==> config.mk <==
export PLATFORM = sky130hd
export DESIGN_NAME = lrh_div
export DESIGN_NICKNAME = d
export VERILOG_FILES = /design/src/design/assert_macros.svh /design/src/design/lrh_div.sv
export SDC_FILE = /design/constraint.sdc
export NUM_CORES = 2
export LEC_CHECK = 0
export ABC_CLOCK_PERIOD_IN_PS = 6490
export BUFFER_PORTS_ARGS = -buffer_cell sky130_fd_sc_hd__buf_2
export CORE_MARGIN = 5
export CORE_UTILIZATION = 35
export DETAILED_ROUTE_END_ITERATION = 10
export PLACE_DENSITY = 0.61
export SYNTH_ARGS = -nofsm -noshare
export SYNTH_HDL_FRONTEND = slang
export SYNTH_SLANG_ARGS = --single-unit
==> constraint.sdc <==
create_clock -name clk -period 6.49 [get_ports clk]
set_clock_uncertainty 0.15 [all_clocks]
set_input_delay 1.298 -clock clk [delete_from_list [all_inputs] [get_ports clk]]
set_output_delay 1.298 -clock clk [all_outputs]
set_load 0.05 [all_outputs]
==> src/design/assert_macros.svh <==
// Assertion macros shared by the rounding unit RTL.
// Needs clk and rst_n in the scope that uses them.
`ifndef ASSERT_MACROS_SVH
`define ASSERT_MACROS_SVH

// Same-cycle implication, disabled in reset
`define LRH_ASSERT(lbl, ante, cons, msg) \
  lbl: assert property (@(posedge clk) disable iff (!rst_n) (ante) |-> (cons)) \
    else $error(msg);

// Next-cycle implication, disabled in reset
`define LRH_ASSERT_NEXT(lbl, ante, cons, msg) \
  lbl: assert property (@(posedge clk) disable iff (!rst_n) (ante) |=> (cons)) \
    else $error(msg);

`endif

==> src/design/lrh_div.sv <==
// Pipelined restoring divider, one quotient bit per stage, with a side tag.
// Standalone; divisor must be nonzero and stable while words are in flight.
module lrh_div #(
  parameter int NUM_W = 32,
  parameter int DEN_W = 31,
  parameter int TAG_W = 1
) (
  input  logic             clk,
  input  logic             rst_n,
  input  logic             in_valid,
  input  logic [NUM_W-1:0] in_num,
  input  logic [DEN_W-1:0] den,
  input  logic [TAG_W-1:0] in_tag,
  output logic             out_valid,
  output logic [NUM_W-1:0] out_quot,
  output logic [DEN_W-1:0] out_rem,
  output logic [TAG_W-1:0] out_tag
);

  logic             v_r   [NUM_W];
  logic [DEN_W-1:0] rem_r [NUM_W];
  logic [NUM_W-1:0] nq_r  [NUM_W];
  logic [TAG_W-1:0] tag_r [NUM_W];

  for (genvar s = 0; s < NUM_W; s++) begin : g_stage
    logic             v_src;
    logic [DEN_W-1:0] rem_src;
    logic [NUM_W-1:0] nq_src;
    logic [TAG_W-1:0] tag_src;
    logic [DEN_W:0]   trial;
    logic             ge;
    logic [DEN_W-1:0] rem_nxt;
    logic [NUM_W-1:0] nq_nxt;

    if (s == 0) begin : g_first
      assign v_src   = in_valid;
      assign rem_src = '0;
      assign nq_src  = in_num;
      assign tag_src = in_tag;
    end else begin : g_rest
      assign v_src   = v_r[s-1];
      assign rem_src = rem_r[s-1];
      assign nq_src  = nq_r[s-1];
      assign tag_src = tag_r[s-1];
    end

    // shift in next numerator bit, subtract when it fits
    always_comb begin
      trial   = {rem_src, nq_src[NUM_W-1]};
      ge      = trial >= {1'b0, den};
      rem_nxt = ge ? DEN_W'(trial - {1'b0, den}) : trial[DEN_W-1:0];
      nq_nxt  = {nq_src[NUM_W-2:0], ge};
    end

    always_ff @(posedge clk) begin
      if (!rst_n) begin
        v_r[s] <= 1'b0;
      end else begin
        v_r[s] <= v_src;
      end
    end

    always_ff @(posedge clk) begin
      rem_r[s] <= rem_nxt;
      nq_r[s]  <= nq_nxt;
      tag_r[s] <= tag_src;
    end
  end

  assign out_valid = v_r[NUM_W-1];
  assign out_quot  = nq_r[NUM_W-1];
  assign out_rem   = rem_r[NUM_W-1];
  assign out_tag   = tag_r[NUM_W-1];

endmodule

==> impl_metrics.toml <==
[outcome]
status = "complete, no violations"

[worst_setup_path]
reg2reg_slack_ns = 2.03
cp.depth = 15
crit_type = "primary input to flop"
critical_path_arrival_ns = 5.77
end_kind = "flop"
cp-startpoint = "den[5]"
cpLargestDelayFamily = "compound AO/OA/AOI/OAI gates"
path_buf_inv = 3
critPathSlowestCell = "a32o_2"
cp-start-kind = "primary input"
worstPathRequired_ns = 7.11
worstPathCellList = "buf_2, inv_2, ha_1, a211o_1, a21oi_1, o21a_1, nor3_1, o41a_1, a2111oi_0, o311ai_1, o211ai_1, a32o_2, buf_4, nand2_1, o21ai_0"
worst_path_largest_cell_delay_ns = 0.67
path_max_fanout = 33
rr_startpoint = "nq_r[1][31]$_DFF_P_"
reg2reg_to = "rem_r[0][76]$_DFF_P_"
r2r_cells = 14

[min_path]
min-delay-start = "nq_r[6][19]$_DFF_P_"
hold_depth = 0
hp-class = "flop to flop"
hold_end = "nq_r[7][20]$_DFF_P_"

[sta]
post-route-period-util_pct = 79.3
setup_viol = 0
hold_viol = 0
setup_slack_ns = 1.34
fmax_mhz = 194
min_period_ns = 5.15
slew-limit-headroom_pct = 11.6
slew_violations = 0
final.setup.tns_ns = 0
rsz0062_at_grt = "false"
tightestPinTransition_ns = 1.31

[synthesis]
netlist_instances = 10400
synthXorXnorAreaFrac_pct = 7.30
synthesis.nets = 11500
synth_compound_area_share_pct = 19.8
synth_simple_gate_area_share_pct = 12.0
yosysWarningCount = 0
synth_area_sq_um = 98700
synth_edf_count = 0
ys_seq_area_share_pct = 42.2
postSynthAreaPerCell_sq_um = 9.47
ys_types = 92
synth_seq_cells = 2080
synth_top_family_by_area = "compound AO/OA/AOI/OAI gates"
synthAdderAreaFrac_pct = 12.8
ys_async_sr_fraction_pct = 0
synthMuxAreaShare_pct = 3.70
synthFlopType = "dfxtp_1"

[layout]
utilization_pct = 40.4
register_area_sq_um = 41600
stdcell_area_sq_um = 114000
multi_input_comb_area_sq_um = 55200
synthToLayoutAreaGrowth_pct = 15.2
drive_gt1_share_pct = 10.3
fin_nets = 11700
final_common_cell = "dfxtp_1"
num-fill-cells = 27800
layout_common_cells = "dfxtp_1, ha_1, a21oi_1"

[clock_network]
cts_resized = 0
clock-sinks = 2080
worstSkewPairLatency_ns = 0.90
htree_levels = 4
postCtsSetupBuffers = 0
cts_buffers = 236
clockBufferDepth = 4
clk_pin_slew_worst_paths_ns = 0.06
cts_root_buf = "clkbuf_16"
cts_tree = "built"
cts_hold_buf = 0

[grt]
grt_pass1_wl_microns = 391000
grt_usage_pct = 16.5
grt-ovfl-total = 0
antenna_found_initial = 23
grt_pass1_vias = 71100
grt_max_degree = 60

[power_and_ir_drop]
powerDensity_nw_per_um2 = 359
ir_drop_v = 0.000246
power.static_leakage_nw = 51.1

[die]
chipHeight_microns = 541
num_rows = 195
io_pins = 132
start_util_pct = 35.1
die_w_microns = 541
die_area_sq_um = 293000
coreArea_sq_um = 282000

[run]
drv_cap = 0

[detailed_routing]
dr_total_vias = 74900
drc = 0
ant_nets = 0
wl_per_cell_microns = 17.2
vias_per_cell = 5.12
route.final.wire_length_microns = 251000
firstDrtPassIters = 6
initialDrtViolationCount = 5129

[place]
post_dp_cell_area_sq_um = 105000
portBuffers = 131
pre_cts_slack_ns = 0.672
hpwl_microns = 188000
gp_congestion = 0.872
-- cell type report --
type                    instances  area share, %
clock inverters               142           2.09
multi-input cells            7793           48.5
clock buffers                 300           5.84
inverters                     301          0.993
repair buffers                271           1.84
flip-flops and latches       2080           36.6
diodes                          1        0.00220
well taps                    3743           4.12
-- per-layer routing --
metal,wire length [microns],track usage (%),vias to the layer above
met4,7030,4.79,0
li1,-,-,38000
met2,112000,26.9,1669
met1,119000,22.7,34800
met3,13100,2.34,408
met5,0,0,-
-- flip-flops by register name, indices dropped and copies added, names as in the netlist --
signal,count
rem_r,992
nq_r,1024
v_r,32
tag_r,32
-- synthesized netlist by cell type (31+ instances only) --
library cell	number	share of area [%]
a211oi_1	74	0.56
mux2_2	286	3.3
nand3_1	142	0.72
nand2_1	847	3.2
a31oi_1	107	0.68
xor2_1	346	3.1
fa_1	31	0.63
nand2b_1	140	0.89
xnor2_1	476	4.2
dfxtp_1	2080	42
or3_1	45	0.29
o21a_1	136	1.0
nor2b_1	141	0.89
and2_1	70	0.44
nand4_1	130	0.82
ha_1	963	12
a211o_1	34	0.30
clkbuf_1	189	0.72
inv_1	301	1.1
buf_2	45	0.23
o21ai_0	832	4.2
a21o_1	498	3.8
nor4_1	36	0.23
o31ai_1	68	0.52
o21bai_1	113	0.86
a21boi_0	34	0.26
nor2_1	611	2.3
a21oi_1	910	4.6
o211ai_1	36	0.27
and3_1	75	0.48
nor3_1	167	0.85
-- worst max path at each step --
stage                       endpoint  slack (ns)
2_1_floorplan  rem_r[0][159]$_DFF_P_        1.58
3_3_place_gp    rem_r[0][65]$_DFF_P_        0.73
3_5_place_dp   rem_r[3][244]$_DFF_P_        0.67
4_1_cts        rem_r[3][241]$_DFF_P_        1.52
5_1_grt        rem_r[3][241]$_DFF_P_        1.19
6_report       rem_r[3][241]$_DFF_P_        1.34
-- metrics by stage --
stage          hold slack, ns  total power (W)  cells
2_1_floorplan           0.160           0.0233  10400
3_3_place_gp            0.159           0.0259  14200
3_5_place_dp            0.162           0.0259  14200
4_1_cts                 0.133           0.0413  14600
5_1_grt                 0.138           0.0433  14600
6_report                0.122           0.0408  14600
-- cells by family (layout without fill, tap and decap cells) --
group,Yosys count,count (layout)
AOI/OAI and AO/OA,3139,3139
xor gates and xnor gates,822,822
adders and majority gates,994,994
buffers and inverters,548,1014
DFF,2080,2080
muxes,322,322
other,0,1
and+or+nand+nor,2516,2516
-- where the power goes --
| group | internal [W] | switching (W) | leakage [nW] | total [W] |
|---|---|---|---|---|
| Combinational | 0.00460 | 0.00632 | 29.6 | 0.0109 |
| Sequential | 0.0141 | 0.000757 | 17.2 | 0.0148 |
| Clock | 0.00949 | 0.00559 | 4.38 | 0.0151 |
| Total | 0.0281 | 0.0127 | 51.1 | 0.0408 |
-- worst reg2reg max path, cell delays in order (launching register included) --
cell and delay, ns:
dfxtp_1 0.30, inv_1 0.06, ha_1 0.19, fa_1 0.24
nor2b_1 0.07, o31a_1 0.27, o31ai_1 0.41, a31oi_1 0.25
a41oi_1 0.41, a21oi_1 0.14, nor4_1 0.40, o41ai_1 0.37
a21oi_4 0.23, buf_4 0.42, mux2_2 0.44
Power figures use the tool's default switching activity.
